## config.mk

```make
export PLATFORM = sky130hd
export DESIGN_NAME = stepper_axis_calibrate_and_move_top_flat
export DESIGN_NICKNAME = d
export VERILOG_FILES = /design/src/design/stpax_pkg.sv /design/src/design/stpax_ifs.sv /design/src/design/stpax_core.sv /design/src/design/stepper_axis_calibrate_and_move_top.sv /design/src/flat_wrapper.sv
export SDC_FILE = /design/constraint.sdc
export NUM_CORES = 1
export LEC_CHECK = 0
export BUFFER_PORTS_ARGS = -buffer_cell sky130_fd_sc_hd__buf_2
export CAP_MARGIN = 0
export CORE_MARGIN = 2
export CORE_UTILIZATION = 34
export CTS_BUF_LIST = sky130_fd_sc_hd__clkbuf_4 sky130_fd_sc_hd__clkbuf_8
export CTS_CLUSTER_SIZE = 25
export DETAILED_ROUTE_END_ITERATION = 10
export PLACE_DENSITY = 0.6
export SLEW_MARGIN = 20
export SYNTH_ARGS = -nofsm -noshare
export SYNTH_HDL_FRONTEND = slang
export SYNTH_SLANG_ARGS = --single-unit
```

## constraint.sdc

```tcl
create_clock -name clk -period 13.65 [get_ports clk]
set_clock_uncertainty 0.2 [all_clocks]
set_input_delay 2.0475 -clock clk [delete_from_list [all_inputs] [get_ports clk]]
set_output_delay 2.0475 -clock clk [all_outputs]
set_load 0.1 [all_outputs]
```

## src/design/stpax_pkg.sv

```systemverilog
`default_nettype none

package stpax_pkg;

  localparam int COUNT_BITS_DEF = 16;

  localparam logic [7:0] MARGIN_RESET = 8'd20;
  localparam int         TRIALS       = 3;
  localparam logic [2:0] HITS_NEEDED  = 3'd4;

  localparam logic [1:0] MODE_CAL    = 2'd0;
  localparam logic [1:0] MODE_CENTER = 2'd1;
  localparam logic [1:0] MODE_READY  = 2'd2;
  localparam logic [1:0] MODE_MOVE   = 2'd3;

  localparam logic ACT_TICK = 1'b0;
  localparam logic ACT_MOVE = 1'b1;

  typedef struct packed {
    logic        action;
    logic        limit_hit;
    logic        both_hit;
    logic        move_left;
    logic [15:0] move_count;
  } item_t;

  typedef struct packed {
    logic        step_pulse;
    logic        dir_level;
    logic [1:0]  phase;
    logic        move_done;
    logic [15:0] travel_steps;
  } result_t;

endpackage

`default_nettype wire

```

## src/design/stpax_ifs.sv

```systemverilog
`default_nettype none

interface stpax_item_if;
  logic        valid;
  logic        ready;
  logic        action;
  logic        limit_hit;
  logic        both_hit;
  logic        move_left;
  logic [15:0] move_count;

  modport source (output valid, action, limit_hit, both_hit, move_left, move_count,
                  input ready);
  modport sink   (input valid, action, limit_hit, both_hit, move_left, move_count,
                  output ready);
endinterface

interface stpax_result_if;
  logic        valid;
  logic        ready;
  logic        step_pulse;
  logic        dir_level;
  logic [1:0]  phase;
  logic        move_done;
  logic [15:0] travel_steps;

  modport source (output valid, step_pulse, dir_level, phase, move_done, travel_steps,
                  input ready);
  modport sink   (input valid, step_pulse, dir_level, phase, move_done, travel_steps,
                  output ready);
endinterface

`default_nettype wire

```

## src/design/stpax_core.sv

```systemverilog
`default_nettype none

module stpax_core #(
  parameter int COUNT_BITS = stpax_pkg::COUNT_BITS_DEF
) (
  input  wire logic              clk,
  input  wire logic              rst,
  input  wire logic              step_en,
  input  wire stpax_pkg::item_t  cur_item,
  input  wire logic              cfg_we,
  input  wire logic [7:0]        cfg_wdata,
  output stpax_pkg::result_t     res
);

  localparam int SUM_BITS = COUNT_BITS + 2;

  logic [7:0]            margin;
  logic [1:0]            mode, mode_next;
  logic                  dir_reg, dir_reg_next;
  logic [2:0]            hit_count, hit_count_next;
  // step_counter is also tracked as 3*step_q + step_r so the mean needs no divider
  logic [COUNT_BITS-1:0] step_counter, step_counter_next;
  logic [COUNT_BITS-1:0] step_q, step_q_next;
  logic [1:0]            step_r, step_r_next;
  logic [COUNT_BITS-1:0] trial_q [stpax_pkg::TRIALS];
  logic [COUNT_BITS-1:0] trial_q_next [stpax_pkg::TRIALS];
  logic [1:0]            trial_r [stpax_pkg::TRIALS];
  logic [1:0]            trial_r_next [stpax_pkg::TRIALS];
  logic [COUNT_BITS-1:0] travel_reg, travel_reg_next;
  logic [COUNT_BITS-1:0] center_counter, center_counter_next;
  logic [COUNT_BITS-1:0] remaining_steps, remaining_steps_next;

  logic [COUNT_BITS-1:0] inc_cnt, inc_q, center_inc, avg;
  logic [1:0]            inc_r;
  logic [SUM_BITS-1:0]   q_sum;
  logic [2:0]            r_sum;
  logic [1:0]            r_carry;
  logic                  pulse, done;

  always_comb begin
    inc_cnt = step_counter + 1'b1;
    if (&step_counter) begin
      // counter wraps to zero
      inc_q = '0;
      inc_r = 2'd0;
    end else if (step_r == 2'd2) begin
      inc_q = step_q + 1'b1;
      inc_r = 2'd0;
    end else begin
      inc_q = step_q;
      inc_r = step_r + 2'd1;
    end

    // mean of three trials; the third one is the count closing this run
    q_sum = SUM_BITS'(trial_q[0]) + SUM_BITS'(trial_q[1]) + SUM_BITS'(inc_q);
    r_sum = 3'(trial_r[0]) + 3'(trial_r[1]) + 3'(inc_r);
    if (r_sum >= 3'd6)      r_carry = 2'd2;
    else if (r_sum >= 3'd3) r_carry = 2'd1;
    else                    r_carry = 2'd0;
    avg = COUNT_BITS'(q_sum + SUM_BITS'(r_carry));

    center_inc = center_counter + 1'b1;
  end

  always_comb begin
    mode_next            = mode;
    dir_reg_next         = dir_reg;
    hit_count_next       = hit_count;
    step_counter_next    = step_counter;
    step_q_next          = step_q;
    step_r_next          = step_r;
    trial_q_next         = trial_q;
    trial_r_next         = trial_r;
    travel_reg_next      = travel_reg;
    center_counter_next  = center_counter;
    remaining_steps_next = remaining_steps;
    pulse                = 1'b0;
    done                 = 1'b0;

    case (mode)
      stpax_pkg::MODE_CAL: begin
        if (cur_item.action == stpax_pkg::ACT_TICK && !cur_item.both_hit) begin
          pulse = 1'b1;
          if (cur_item.limit_hit) begin
            dir_reg_next      = ~dir_reg;
            step_counter_next = '0;
            step_q_next       = '0;
            step_r_next       = 2'd0;
            for (int i = 0; i < stpax_pkg::TRIALS; i++) begin
              if (hit_count == 3'(i + 1)) begin
                trial_q_next[i] = inc_q;
                trial_r_next[i] = inc_r;
              end
            end
            hit_count_next = hit_count + 3'd1;
            if (hit_count_next == stpax_pkg::HITS_NEEDED) begin
              hit_count_next      = 3'd0;
              travel_reg_next     = (avg > COUNT_BITS'(margin)) ?
                                    avg - COUNT_BITS'(margin) : '0;
              center_counter_next = '0;
              mode_next           = stpax_pkg::MODE_CENTER;
            end
          end else begin
            step_counter_next = inc_cnt;
            step_q_next       = inc_q;
            step_r_next       = inc_r;
          end
        end
      end
      stpax_pkg::MODE_CENTER: begin
        if (cur_item.action == stpax_pkg::ACT_TICK) begin
          pulse               = 1'b1;
          center_counter_next = center_inc;
          if (center_inc >= (travel_reg >> 1)) mode_next = stpax_pkg::MODE_READY;
        end
      end
      stpax_pkg::MODE_READY: begin
        if (cur_item.action == stpax_pkg::ACT_MOVE) begin
          dir_reg_next         = cur_item.move_left;
          remaining_steps_next = COUNT_BITS'(cur_item.move_count);
          mode_next            = stpax_pkg::MODE_MOVE;
        end
      end
      default: begin
        if (cur_item.action == stpax_pkg::ACT_TICK) begin
          if (cur_item.limit_hit) begin
            remaining_steps_next = '0;
            done                 = 1'b1;
            mode_next            = stpax_pkg::MODE_READY;
          end else if (remaining_steps != '0) begin
            remaining_steps_next = remaining_steps - 1'b1;
            pulse                = 1'b1;
          end else begin
            done      = 1'b1;
            mode_next = stpax_pkg::MODE_READY;
          end
        end
      end
    endcase

    res.step_pulse   = pulse;
    res.dir_level    = dir_reg_next;
    res.phase        = mode_next;
    res.move_done    = done;
    res.travel_steps = 16'(travel_reg_next);
  end

  always_ff @(posedge clk) begin
    if (rst) begin
      margin          <= stpax_pkg::MARGIN_RESET;
      mode            <= stpax_pkg::MODE_CAL;
      dir_reg         <= 1'b1;
      hit_count       <= 3'd0;
      step_counter    <= '0;
      step_q          <= '0;
      step_r          <= 2'd0;
      travel_reg      <= '0;
      center_counter  <= '0;
      remaining_steps <= '0;
      for (int i = 0; i < stpax_pkg::TRIALS; i++) begin
        trial_q[i] <= '0;
        trial_r[i] <= 2'd0;
      end
    end else begin
      if (cfg_we) margin <= cfg_wdata;
      if (step_en) begin
        mode            <= mode_next;
        dir_reg         <= dir_reg_next;
        hit_count       <= hit_count_next;
        step_counter    <= step_counter_next;
        step_q          <= step_q_next;
        step_r          <= step_r_next;
        trial_q         <= trial_q_next;
        trial_r         <= trial_r_next;
        travel_reg      <= travel_reg_next;
        center_counter  <= center_counter_next;
        remaining_steps <= remaining_steps_next;
      end
    end
  end

endmodule

`default_nettype wire

```

## src/design/stepper_axis_calibrate_and_move_top.sv

```systemverilog
// Stepper axis controller: calibrate against the limit switches, center,
// then run move commands.
// request: one item per step tick or move command (action, limit_hit,
//   both_hit, move_left, move_count), valid/ready handshake.
// result: one item back for every request item, in order: step_pulse,
//   dir_level, phase, move_done, travel_steps.
// cfg_we/cfg_wdata: writes the travel margin (reset 20); write only while
//   no item is in flight.
// Pipeline: a request item is taken into the input register, then its result
//   into the result register. Throughput: one item per cycle while results
//   are taken; the whole state update sits between those two registers.
// Reset: synchronous rst puts the axis in calibration with dir high, all
//   counters and the travel at zero, and both pipeline registers empty.
// Stall: a held result keeps its register; one more request item is still
//   taken into the input register, after which ready drops until the
//   result is taken.
`default_nettype none

module stepper_axis_calibrate_and_move_top #(
  parameter int COUNT_BITS = stpax_pkg::COUNT_BITS_DEF
) (
  input  wire logic       clk,
  input  wire logic       rst,
  stpax_item_if.sink      request,
  stpax_result_if.source  result,
  input  wire logic       cfg_we,
  input  wire logic [7:0] cfg_wdata
);

  logic               s1_valid;
  stpax_pkg::item_t   s1_item;
  logic               s1_adv;
  logic               out_valid;
  stpax_pkg::result_t out_data;
  stpax_pkg::result_t core_res;

  assign s1_adv        = s1_valid && (!out_valid || result.ready);
  assign request.ready = !s1_valid || s1_adv;

  always_ff @(posedge clk) begin
    if (rst) begin
      s1_valid <= 1'b0;
    end else if (request.ready) begin
      s1_valid <= request.valid;
    end
  end

  always_ff @(posedge clk) begin
    if (request.valid && request.ready) begin
      s1_item.action     <= request.action;
      s1_item.limit_hit  <= request.limit_hit;
      s1_item.both_hit   <= request.both_hit;
      s1_item.move_left  <= request.move_left;
      s1_item.move_count <= request.move_count;
    end
  end

  stpax_core #(
    .COUNT_BITS (COUNT_BITS)
  ) u_core (
    .clk       (clk),
    .rst       (rst),
    .step_en   (s1_adv),
    .cur_item  (s1_item),
    .cfg_we    (cfg_we),
    .cfg_wdata (cfg_wdata),
    .res       (core_res)
  );

  always_ff @(posedge clk) begin
    if (rst) begin
      out_valid <= 1'b0;
    end else if (s1_adv) begin
      out_valid <= 1'b1;
    end else if (result.ready) begin
      out_valid <= 1'b0;
    end
  end

  always_ff @(posedge clk) begin
    if (s1_adv) out_data <= core_res;
  end

  assign result.valid        = out_valid;
  assign result.step_pulse   = out_data.step_pulse;
  assign result.dir_level    = out_data.dir_level;
  assign result.phase        = out_data.phase;
  assign result.move_done    = out_data.move_done;
  assign result.travel_steps = out_data.travel_steps;

`ifndef SYNTHESIS
  a_no_pulse_on_done: assert property (@(posedge clk) disable iff (rst)
    result.valid |-> !(result.step_pulse && result.move_done))
    else $error("step pulse together with move done");

  a_done_back_ready: assert property (@(posedge clk) disable iff (rst)
    (result.valid && result.move_done) |-> (result.phase == stpax_pkg::MODE_READY))
    else $error("move done outside ready phase");

  a_s1_held: assert property (@(posedge clk) disable iff (rst)
    (s1_valid && !s1_adv) |=> (s1_valid && $stable(s1_item)))
    else $error("stalled input item lost or changed");

  a_out_filled: assert property (@(posedge clk) disable iff (rst)
    s1_adv |=> out_valid)
    else $error("result register not loaded");
`endif

endmodule

`default_nettype wire

```

## src/flat_wrapper.sv

```systemverilog
// flat-port wrapper written by rule: the top's interface ports become plain ports
module stepper_axis_calibrate_and_move_top_flat 
#(
  parameter int COUNT_BITS = stpax_pkg::COUNT_BITS_DEF
)
  (clk, rst, cfg_we, cfg_wdata, request_valid, request_action, request_limit_hit, request_both_hit, request_move_left, request_move_count, request_ready, result_valid, result_step_pulse, result_dir_level, result_phase, result_move_done, result_travel_steps, result_ready);
  stpax_item_if request_i ();
  stpax_result_if result_i ();
  input  wire logic clk;
  input  wire logic rst;
  input  wire logic cfg_we;
  input  wire logic [7:0] cfg_wdata;
  input wire logic [$bits(request_i.valid)-1:0] request_valid;
  input wire logic [$bits(request_i.action)-1:0] request_action;
  input wire logic [$bits(request_i.limit_hit)-1:0] request_limit_hit;
  input wire logic [$bits(request_i.both_hit)-1:0] request_both_hit;
  input wire logic [$bits(request_i.move_left)-1:0] request_move_left;
  input wire logic [$bits(request_i.move_count)-1:0] request_move_count;
  output wire logic [$bits(request_i.ready)-1:0] request_ready;
  output wire logic [$bits(result_i.valid)-1:0] result_valid;
  output wire logic [$bits(result_i.step_pulse)-1:0] result_step_pulse;
  output wire logic [$bits(result_i.dir_level)-1:0] result_dir_level;
  output wire logic [$bits(result_i.phase)-1:0] result_phase;
  output wire logic [$bits(result_i.move_done)-1:0] result_move_done;
  output wire logic [$bits(result_i.travel_steps)-1:0] result_travel_steps;
  input wire logic [$bits(result_i.ready)-1:0] result_ready;
  assign request_i.valid = request_valid;
  assign request_i.action = request_action;
  assign request_i.limit_hit = request_limit_hit;
  assign request_i.both_hit = request_both_hit;
  assign request_i.move_left = request_move_left;
  assign request_i.move_count = request_move_count;
  assign request_ready = request_i.ready;
  assign result_valid = result_i.valid;
  assign result_step_pulse = result_i.step_pulse;
  assign result_dir_level = result_i.dir_level;
  assign result_phase = result_i.phase;
  assign result_move_done = result_i.move_done;
  assign result_travel_steps = result_i.travel_steps;
  assign result_i.ready = result_ready;
  stepper_axis_calibrate_and_move_top #(.COUNT_BITS(COUNT_BITS)) u_core (.clk(clk), .rst(rst), .request(request_i), .result(result_i), .cfg_we(cfg_we), .cfg_wdata(cfg_wdata));
endmodule
```

Word level (Yosys, flattened, before mapping)
Index checks and enable logic that the tools add are counted.
{"block": "totals", "reg_bits": 175, "input_bits": 33, "output_inout_bits": 23, "word_cells": 128}
{"block": "op_classes", "n_addsub": 12, "magnitude_cmp": 4, "n_eq_ne": 12, "n_mux": 49, "n_bitwise": 3, "n_reduce_logical": 22}
{"op": "16-bit 2-to-1 mux", "count": 17}
{"op": "16-bit one-hot mux with 2 select lines", "count": 2}
{"op": "16-bit by 1-bit adder with 16-bit output (second input constant)", "count": 3}
{"op": "16-bit adder", "count": 2}
{"op": "2-bit 2-to-1 mux", "count": 13}
{"op": "16-bit by 2-bit adder with 16-bit output", "count": 1}
{"op": "16-bit by 15-bit greater-or-equal comparator with 1-bit output", "count": 1}
{"op": "16-bit by 8-bit > comparator with 1-bit output", "count": 1}
{"op": "16-bit AND reduction", "count": 1}
{"op": "16-bit nonzero test", "count": 1}
{"op": "16-bit by 1-bit subtractor with 16-bit output (second input constant)", "count": 1}
{"op": "16-bit by 8-bit subtractor with 16-bit output", "count": 1}
{"op": "5-bit AND reduction", "count": 3}
{"op": "1-bit 2-to-1 mux", "count": 13}
{"op": "2-bit != test (second input constant)", "count": 4}
{"op": "2-bit one-hot mux with 3 select lines", "count": 1}
{"op": "6-bit AND reduction", "count": 1}
{"op": "2-bit equality test (second input constant)", "count": 2}
{"op": "2-bit by 1-bit != test with 1-bit output (second input constant)", "count": 2}
{"op": "4-bit AND reduction", "count": 1}
{"op": "2-bit nonzero test", "count": 2}
{"op": "4-bit OR reduction", "count": 1}
{"op": "2-bit by 2-bit adder with 3-bit output", "count": 1}
{"op": "3-bit by 1-bit adder with 3-bit output (second input constant)", "count": 1}
{"op": "19 further kinds", "count": 26}

Depth between registers and ports, before layout
Gate-level depths: netlist (run 1).
{"block": "logic_depth", "word_depth": 14, "mapped_depth": 28, "depth_no_buf": 27}

Cells and area by module
Synthesis (run 1) repeated with hierarchy kept, for this count alone.
{"block": "hier_totals", "hier_cells": 1105, "area_unflattened_um2": 9834.4}
{"mod": "stpax_core", "instances": 1, "cells_each": 1054, "area_per_inst_um2": 8499.4, "seq_area_each_um2": 2642.5}
{"mod": "stepper_axis_calibrate_and_move_top", "instances": 1, "cells_each": 51, "area_per_inst_um2": 1335.0, "seq_area_each_um2": 1271.2}

Worst setup path after synthesis (run 1)
No wires, ideal clock.
{"block": "synth_timing", "path_kind": "reg2reg", "startpoint": "reg u_core.u_core.step_counter[2]", "endpoint": "reg u_core.out_data, in the netlist u_core.result.travel_steps[3] (data pin)", "setup_ps": 266, "arrival_time_ps": 5465, "required_ps": 13184, "setup_slack_ps": 7719, "stages_incl_launch_ff": 27, "path_buffers": 1, "synth_period_minus_slack_ps": 5931, "cell_sequence": "dfxtp_1 > nand4_1 > nor4_4 > nor3_1 > fa_1 > ha_1 > xnor2_1 > nand2_1 > fa_1 > inv_1 > ha_1 > inv_1 > fa_1 > nor2b_1 > o21ai_0 > o21a_1 > nand2b_1 > xor2_1 > ha_1 > and4_1 > a211oi_1 > a21oi_1 > nor2_1 > nand2_1 > nor3_4 > buf_4 > o22ai_1"}
{"item": "start: declaration", "line": "stpax_core.sv:22", "source": "logic [COUNT_BITS-1:0] step_counter, step_counter_next;"}
{"item": "start signal: assignment", "line": "stpax_core.sv:170", "source": "step_counter <= step_counter_next;"}
{"item": "end signal: assignment", "line": "stepper_axis_calibrate_and_move_top.sv:81", "source": "if (s1_adv) out_data <= core_res;"}
{"item": "end: declaration", "line": "stepper_axis_calibrate_and_move_top.sv:34", "source": "stpax_pkg::result_t out_data;"}

==> results.cfg, run 1 <==
[setup_path]
critPathMaxStageDelay_ns = 0.84
start_kind = flip-flop
r2r_start = u_core.u_core.step_counter[2]
slowest_stage = nor4_4
critPathKind = reg -> reg
worstPathArrival_ns = 7.42
worstSetupEndpointType = flip-flop
worstPathMaxFanout = 25
worstPathRequired_ns = 13.62
rr_endpoint = u_core.result.travel_steps[4]
reg2reg_depth = 25
rrSetupSlack_ns = 6.20

[yosys]
synth_adder_area_share_pct = 12.0
synth_area_um2 = 10000
synth-xor-area-share_pct = 6.27
synth-simple-area-share_pct = 20.8
synth-seq-cells = 175
synthFlopType = dfxtp_1
synth_edf_count = 41
syn_area_per_cell_um2 = 8.68
yosysWarnings = 0
yosysSeqAreaShare_pct = 39.0
syn_nets = 1274
synth-async-reset-ratio_pct = 0
synth_top_family_by_area = simple AND/OR/NAND/NOR gates
synth.mux.area_fraction_pct = 1.26
synth_compound_area_share_pct = 16.3
yosys.cell_types.count = 71
synth_cells = 1156

[global_route]
grt_overflow = 0
antenna_found_initial = 0
grt_first_pass_wirelength_um = 37300
grt_start_max_net_pins = 89
grt_usage_pct = 14.8
grt_pass1_vias = 7466

[pwr]
p_sw_share_pct = 28.2
intPower_uw = 737
p_leak_nw = 4.28
switchingPower_uw = 290
ir_drop_mv = 0.0457
power_frac_clock_pct = 39.7
p_comb_share_pct = 7.4
seq_power_share_pct = 52.9
power_mw = 1.03
p_per_area_nw_per_um2 = 92.6

[timing]
worst_slew_pin_slew_ns = 1.05
fin_crit_sh_pct = 54.6
rsz0062_at_grt = no
final-max-slew-violation-count = 0
timing.fmax_ghz = 0.134
setup_viol = 0
fin_setup_tns_ns = 0
hold_viol_final = 0
slew-limit-headroom_pct = 29.8
finalCriticalPeriod_ns = 7.45

[place]
place_congestion = 0.814
hpwlAfterDp_um = 16000
dp_cells = 1549
io_buffers = 55

[clocking]
cts_hold_buffers = 0
cts_buffers = 17
cts.sinks = 175
root_buffer = clkbuf_8
insertion_delay_ns = 0.48
clkTransAtPathRegs_ns = 0.12
clk_path_buf_depth = 2
cts_tree = done
cts_setup_buffers = 0
post_cts_resized = 0
htree_levels = 4

[die]
rows = 62
core_um2 = 28900
die_h_um = 176
start_util_pct = 34.8
io_pins = 56
die_area_um2 = 30900
die_x_um = 176

[final_layout]
final_common_cell = nand2_1
layout_common_cells = 163 x nand2_1, 143 x nor2_1, 134 x dfxtp_1, 76 x a21oi_1, 66 x ha_1
area_growth_pct = 10.6
multi_input_area_um2 = 5690
fin_util_pct = 38.5
largest_reg_flops = 32
largestRegisters = u_core.u_core.trial_q (32), u_core.s1_item (20)
drive_gt1_share_pct = 9.27
num_antenna_cells = 0
final_cells = 1581
nFillCells = 2992
regMostFlops = u_core.u_core.trial_q
fin_nets = 1302
ff_latch_area_um2 = 3910

[hold_path]
hold_path_end = u_core.u_core.trial_q[17]
hold-path-cell-count = 2
hp-start = u_core.u_core.trial_q[17]
hold_class = reg -> reg

[status]
status = completed

[route]
ant_nets = 0
routedWlPerCell_um = 14.1
first_pass_iters = 5
wirelength_um = 22300
routed_via_density = 5.10
route.detailed.drc = 0
vias = 8062
drt-initial-drc-count = 578

[job]
cap_violations = 0
-- layer usage --
layer / GRT usage, % / vias to the layer above / part of all wire [%]
met5: 0 / - / 0
met4: 3.75 / 0 / 1.2
met3: 2.73 / 11 / 3.8
met2: 24.0 / 130 / 46
met1: 20.2 / 3795 / 49
li1: - / 4126 / -
-- how the worst max path moves through the flow --
stage | start | endpoint | slack (ns) | cells past startpoint
after floorplan | u_core.u_core.step_counter[2] | u_core.result.travel_steps[3] | 7.72 | 26
after global placement | u_core.u_core.step_counter[2] | u_core.result.travel_steps[3] | 6.43 | 25
after detailed placement | u_core.u_core.step_counter[7] | u_core.result.travel_steps[4] | 6.25 | 25
after CTS | u_core.u_core.step_counter[2] | u_core.result.travel_steps[4] | 6.17 | 25
after global routing | u_core.u_core.step_counter[2] | u_core.result.travel_steps[4] | 5.49 | 25
final | u_core.u_core.step_counter[2] | u_core.result.travel_steps[4] | 6.20 | 25
-- worst max-delay path: cells and delay by family, from the launching register on --
| family | cells | cell delay [ns] |
|---|---|---|
| simple gates | 10 | 2.86 |
| fa+ha+maj | 6 | 1.91 |
| buf+inv | 2 | 0.12 |
| xor+xnor | 2 | 0.40 |
| flops | 1 | 0.43 |
| compound gates | 5 | 1.21 |
-- cell usage after synthesis (15+ instances only) --
cell type  instances  area (um2)
nand2_1          163         612
nor2_1           143         537
dfxtp_1          134        2680
a21oi_1           77         385
ha_1              66         826
inv_1             59         221
xnor2_1           42         368
clkbuf_1          41         154
edfxtp_1          41        1230
o21ai_0           41         205
a22oi_1           33         248
nor3_1            29         145
nand3_1           28         140
xor2_1            28         245
fa_1              19         380
o31ai_1           16         120
nand4_1           15        93.8
-- through the flow --
| stage | hold WS [ns] | setup slack (ns) | instance area, um2 |
|---|---|---|---|
| floorplan | 0.225 | 7.72 | 10000 |
| global placement | 0.238 | 6.43 | 10600 |
| detailed placement | 0.250 | 6.25 | 10600 |
| CTS | 0.266 | 6.17 | 11100 |
| global route | 0.290 | 5.49 | 11100 |
| finish | 0.264 | 6.20 | 11100 |
-- power groups by stage --
| stage | Combinational (mW) | Sequential [mW] | Clock, mW |
|---|---|---|---|
| global placement | 0.0759 | 0.556 | 0 |
| floorplan | 0.0389 | 0.572 | 0 |
| CTS | 0.0763 | 0.544 | 0.418 |
| finish | 0.0759 | 0.544 | 0.408 |
| detailed placement | 0.0761 | 0.556 | 0 |
| global route | 0.0830 | 0.545 | 0.440 |
-- logic make-up (layout without fill, tap and decap cells) --
group	Yosys count	after routing
mux	12	12
flops	175	175
buf+inv	111	152
xor+xnor	71	71
simple gates	453	453
compound gates	249	249
fa+ha+maj	85	85
-- final cells by class --
cell class                 instances  share of cell area, %
clock buffer                      17                   2.11
clock inverter                    15                   2.13
tap                              384                   4.33
sequential                       175                   35.3
timing repair buffer              61                   2.91
multi-input combinational        870                   51.3
inverter                          59                   2.00
No activity file was read; power rests on OpenSTA's default activity.
==> inputs of run 2 (changes only) <==
==> constraint.sdc (replaced) <==
create_clock -name clk -period 7.24 [get_ports clk]
set_clock_uncertainty 0.2 [all_clocks]
set_input_delay 1.086 -clock clk [delete_from_list [all_inputs] [get_ports clk]]
set_output_delay 1.086 -clock clk [all_outputs]
set_load 0.1 [all_outputs]
==> run 2 against run 1 <==
Net effect:
- routed wire length is 0.78% higher
- power is 86% higher
- critical path depth is 3 higher
- sequential share of layout area hardly changed
- combinational power is 90% higher
- count of clock-buffer cells in the layout stayed put
- sequential power is 89% higher
- design area is 0.14% lower
- largest cell class unchanged
==> results.cfg, run 2 (synthesized netlist as in run 1, its figures left out) <==
[status]
status = completed

[clocking]
cts.sinks = 175
root_buffer = clkbuf_8
clk_path_buf_depth = 2
post_cts_resized = 0
cts_buffers = 17
cts_setup_buffers = 0
cts_tree = done
htree_levels = 4
clkTransAtPathRegs_ns = 0.11
insertion_delay_ns = 0.49
cts_hold_buffers = 0

[final_layout]
fin_nets = 1304
num_antenna_cells = 0
largest_reg_flops = 32
layout_common_cells = 163 x nand2_1, 143 x nor2_1, 134 x dfxtp_1, 76 x a21oi_1, 66 x ha_1
largestRegisters = u_core.u_core.trial_q (32), u_core.s1_item (20)
area_growth_pct = 10.4
nFillCells = 2981
regMostFlops = u_core.u_core.trial_q
drive_gt1_share_pct = 9.42
final_common_cell = nand2_1

[timing]
setup_viol = 0
fin_crit_sh_pct = 90.8
slew-limit-headroom_pct = 29.7
hold_viol_final = 0
rsz0062_at_grt = no
fin_setup_tns_ns = 0
timing.fmax_ghz = 0.152
worst_slew_pin_slew_ns = 1.03
final-max-slew-violation-count = 0
finalCriticalPeriod_ns = 6.57
fin_ws_ns = 0.666

[die]
rows = 62
die_h_um = 176
die_area_um2 = 30900
start_util_pct = 34.8
io_pins = 56
core_um2 = 28900
die_x_um = 176

[setup_path]
rr_endpoint = u_core.result.travel_steps[13]
crit_path_start = u_core.u_core.step_counter[0]
reg2reg_depth = 28
crit_end = u_core.result.travel_steps[13]
worstSetupEndpointType = flip-flop
critPathKind = reg -> reg
start_kind = flip-flop
worstPathMaxFanout = 25
r2r_start = u_core.u_core.step_counter[0]
critPathMaxStageDelay_ns = 0.56
worstPathRequired_ns = 7.24
worstPathArrival_ns = 6.57
path_common_cell = ha_1
rrSetupSlack_ns = 0.67
slowest_stage = nor3b_1

[global_route]
grt_overflow = 0
grt_first_pass_wirelength_um = 37300
grt.busiest_layer = met2
met2_usage_pct = 23.8
grt_start_max_net_pins = 92
grt_usage_pct = 14.9
grt_pass1_vias = 7414
use_met1_pct = 20.7
antenna_found_initial = 0
grtUsageMet3_pct = 2.88

[route]
ant_nets = 0
routed_via_density = 5.09
drt-initial-drc-count = 580
route.detailed.drc = 0
wirelength_um = 22400
routedWlPerCell_um = 14.2
first_pass_iters = 5
vias = 8062

[pwr]
p_per_area_nw_per_um2 = 173
p_leak_nw = 4.27
ir_drop_mv = 0.106

[hold_path]
hold_class = reg -> reg

[place]
dp_slack_ns = 0.697
place_congestion = 0.798
io_buffers = 55
hpwlAfterDp_um = 16100

[job]
cap_violations = 0
==> run 2: worst min-delay path by stage <==
stage / startpoint / to / slack, ns / depth (start not counted)
global route: u_core.u_core.trial_q[17] / u_core.u_core.trial_q[17] / 0.28 / 2
detailed placement: u_core.u_core.trial_q[33] / u_core.u_core.trial_q[33] / 0.25 / 2
finish: u_core.u_core.trial_q[33] / u_core.u_core.trial_q[33] / 0.26 / 2
floorplan: u_core.u_core.travel_reg[0] / u_core.u_core.travel_reg[0] / 0.22 / 2
global placement: u_core.u_core.travel_reg[0] / u_core.u_core.travel_reg[0] / 0.24 / 2
CTS: u_core.u_core.trial_q[33] / u_core.u_core.trial_q[33] / 0.26 / 2
==> run 2: layout make-up <==
type / count / area, um2 / area share (%)
Clock buffer: 17 / 234 / 2.11
Multi-Input combinational cell: 870 / 5690 / 51.3
Sequential cell: 175 / 3910 / 35.3
Tap cell: 384 / 480 / 4.33
Inverter: 59 / 221 / 2.00
Timing Repair Buffer: 63 / 338 / 3.05
Clock inverter: 15 / 206 / 1.86
==> run 2: where the power goes <==
| group | switching [mW] | internal (mW) | leakage (nW) |
|---|---|---|---|
| registers | 0.00969 | 1.02 | 1.48 |
| logic | 0.106 | 0.0379 | 2.57 |
| clock network | 0.440 | 0.304 | 0.218 |
| total | 0.555 | 1.36 | 4.27 |
==> run 2: per-stage QoR <==
stage | hold WS (ns) | utilization (%) | total power [mW] | std cells | instance area [um2]
floorplan | 0.225 | - | 1.15 | 1156 | 10000
global placement | 0.239 | 36.9 | 1.19 | 1551 | 10600
detailed placement | 0.249 | 36.9 | 1.19 | 1551 | 10600
CTS | 0.264 | 38.4 | 1.93 | 1583 | 11100
global route | 0.284 | 38.4 | 1.99 | 1583 | 11100
finish | 0.257 | 38.4 | 1.91 | 1583 | 11100
==> run 2: layer usage <==
layer | vias to the layer above | wire, um
li1 | 4121 | -
met1 | 3794 | 11200
met2 | 135 | 10200
met3 | 12 | 818
met4 | 0 | 231
met5 | - | 0
==> run 2: worst max-delay path, delay by kind of cell, from the launching register on <==
family          cells  cell delay, ns
xor+xnor            3            0.51
flops               1            0.36
fa+ha+maj           6            1.75
buf+inv             4            0.62
compound gates      5            1.11
simple gates       10            1.73
==> inputs of run 3 (changes only) <==
==> constraint.sdc (replaced) <==
create_clock -name clk -period 6.4 [get_ports clk]
set_clock_uncertainty 0.2 [all_clocks]
set_input_delay 0.96 -clock clk [delete_from_list [all_inputs] [get_ports clk]]
set_output_delay 0.96 -clock clk [all_outputs]
set_load 0.1 [all_outputs]
==> run 3 against run 2 <==
Net effect:
- routed wire length grew 1.6%
- power grew 11%
- final cell count grew 0.44%
- sequential share of layout area shrank 0.36 points
- register-to-register slack lost 0.28 ns
- first-iteration DRC count shrank 5.5%
- highest routed layer unchanged
- critical endpoint is now u_core.result.travel_steps[0]
- combinational power grew 15%
==> results.cfg, run 3 (synthesized netlist as in run 1, its figures left out) <==
[setup_path]
worstSetupEndpointType = flip-flop
critPathMaxStageDelay_ns = 0.43
rr_endpoint = u_core.result.travel_steps[0]
reg2reg_depth = 28
path_common_cell = ha_1
worstPathArrival_ns = 6.00
r2r_start = u_core.u_core.step_counter[0]
critPathKind = reg -> reg
start_kind = flip-flop
crit_end = u_core.result.travel_steps[0]
worstPathRequired_ns = 6.39
worstPathMaxFanout = 6
slowest_stage = fa_1
crit_path_start = u_core.u_core.step_counter[0]
rrSetupSlack_ns = 0.38

[final_layout]
largest_reg_flops = 32
num_antenna_cells = 0
final_common_cell = nand2_1
layout_common_cells = 162 x nand2_1, 143 x nor2_1, 130 x dfxtp_1, 76 x a21oi_1, 65 x ha_1
largestRegisters = u_core.u_core.trial_q (32), u_core.s1_item (20)
fin_util_pct = 38.9
drive_gt1_share_pct = 11.1
regMostFlops = u_core.u_core.trial_q
area_growth_pct = 11.8
fin_nets = 1311
nFillCells = 2925
stdcell_area_um2 = 11200

[clocking]
root_buffer = clkbuf_8
cts_tree = done
cts_buffers = 17
htree_levels = 4
clkTransAtPathRegs_ns = 0.10
clk_path_buf_depth = 2
cts.sinks = 175
insertion_delay_ns = 0.48

[timing]
hold_viol_final = 0
fin_setup_tns_ns = 0
final-max-slew-violation-count = 0
finalCriticalPeriod_ns = 6.02
fin_crit_sh_pct = 94.0
setup_viol = 0
slew-limit-headroom_pct = 33.8
worst_slew_pin_slew_ns = 0.986
fin_ws_ns = 0.383
timing.fmax_ghz = 0.166

[global_route]
antenna_found_initial = 0
grt_pass1_vias = 7412
grt_overflow = 0
grt_usage_pct = 14.9
grt_first_pass_wirelength_um = 37400
grt_start_max_net_pins = 85

[pwr]
switchingPower_uw = 597
seq_power_share_pct = 54.7
p_comb_share_pct = 7.8
p_leak_nw = 4.34
power_frac_clock_pct = 37.5
p_sw_share_pct = 28.2
power_mw = 2.12
p_per_area_nw_per_um2 = 189
ir_drop_mv = 0.129
intPower_mw = 1.52

[die]
start_util_pct = 34.8
io_pins = 56
die_area_um2 = 30900
die_h_um = 176
core_um2 = 28900
die_x_um = 176
rows = 62

[route]
first_pass_iters = 5
vias = 8069
drt-initial-drc-count = 548
route.detailed.drc = 0
ant_nets = 0
routed_via_density = 5.07
routedWlPerCell_um = 14.3
wirelength_um = 22800

[place]
place_congestion = 0.771
dp_slack_ns = 0.151
io_buffers = 55
hpwlAfterDp_um = 16100
placedInstanceArea_um2 = 10600

[job]
cap_violations = 0

[status]
status = completed

[hold_path]
hold_class = reg -> reg
hold-path-cell-count = 2
==> run 3: cell count changes in the layout (fill, tap and decap cells not counted), sizes merged <==
cell	previous run	this run
clkbuf	17	19
clkinv	6	5
inv	66	67
buf	63	68
==> run 3: cell type report <==
type / count / area (um2) / share of cell area (%)
multi-input combinational: 870 / 5750 / 51.3
clock inverter: 15 / 168 / 1.49
inverter: 59 / 221 / 1.97
sequential: 175 / 3920 / 34.9
clock buffer: 17 / 234 / 2.09
timing repair buffer: 70 / 442 / 3.94
tap: 384 / 480 / 4.28
==> run 3: what timing repair did <==
action                                  in CTS  in global routing
hold buffers                                 0                  0
endpoints found under the setup margin       0                 30
gates resized for setup                      0                 21
setup buffers                                0                  5
==> run 3: worst min path at each step <==
stage                                        endpoint                        start  slack [ns]
after CTS                   u_core.u_core.trial_q[17]    u_core.u_core.trial_q[17]        0.27
final                        u_core.u_core.trial_r[5]     u_core.u_core.trial_r[5]        0.26
after detailed placement  u_core.u_core.travel_reg[0]  u_core.u_core.travel_reg[0]        0.25
after global placement    u_core.u_core.travel_reg[0]  u_core.u_core.travel_reg[0]        0.24
after floorplan           u_core.u_core.travel_reg[0]  u_core.u_core.travel_reg[0]        0.22
after global routing         u_core.u_core.trial_r[3]     u_core.u_core.trial_r[3]        0.29
==> run 3: metrics by stage <==
stage,hold slack [ns],instances
2_1_floorplan,0.225,1156
3_3_place_gp,0.237,1551
3_5_place_dp,0.250,1551
4_1_cts,0.267,1583
5_1_grt,0.293,1590
6_report,0.264,1590
==> run 3: worst max-delay path, delay by kind of cell, from the launching register on <==
family | cells | cell delay [ns]
AND/OR/NAND/NOR | 10 | 1.64
flip-flops | 1 | 0.39
XOR/XNOR | 2 | 0.33
buffers and inverters | 4 | 0.54
adder cells (fa/ha/maj) | 7 | 1.97
AO/OA/AOI/OAI | 5 | 0.67
==> run 3: metal layers <==
metal / GRT usage (%) / vias to the layer above / wire, um
met3: 2.66 / 20 / 623
met4: 4.82 / 0 / 375
met1: 20.3 / 3801 / 11200
met2: 23.8 / 105 / 10600
li1: - / 4143 / -
met5: 0 / - / 0
==> run 3: power groups by stage <==
| stage | Clock [mW] | Combinational [mW] | Sequential [mW] |
|---|---|---|---|
| final | 0.794 | 0.166 | 1.16 |
| after global routing | 0.863 | 0.181 | 1.16 |
| after CTS | 0.821 | 0.163 | 1.16 |
| after detailed placement | 0 | 0.163 | 1.19 |
| after global placement | 0 | 0.161 | 1.19 |
| after floorplan | 0 | 0.0829 | 1.22 |
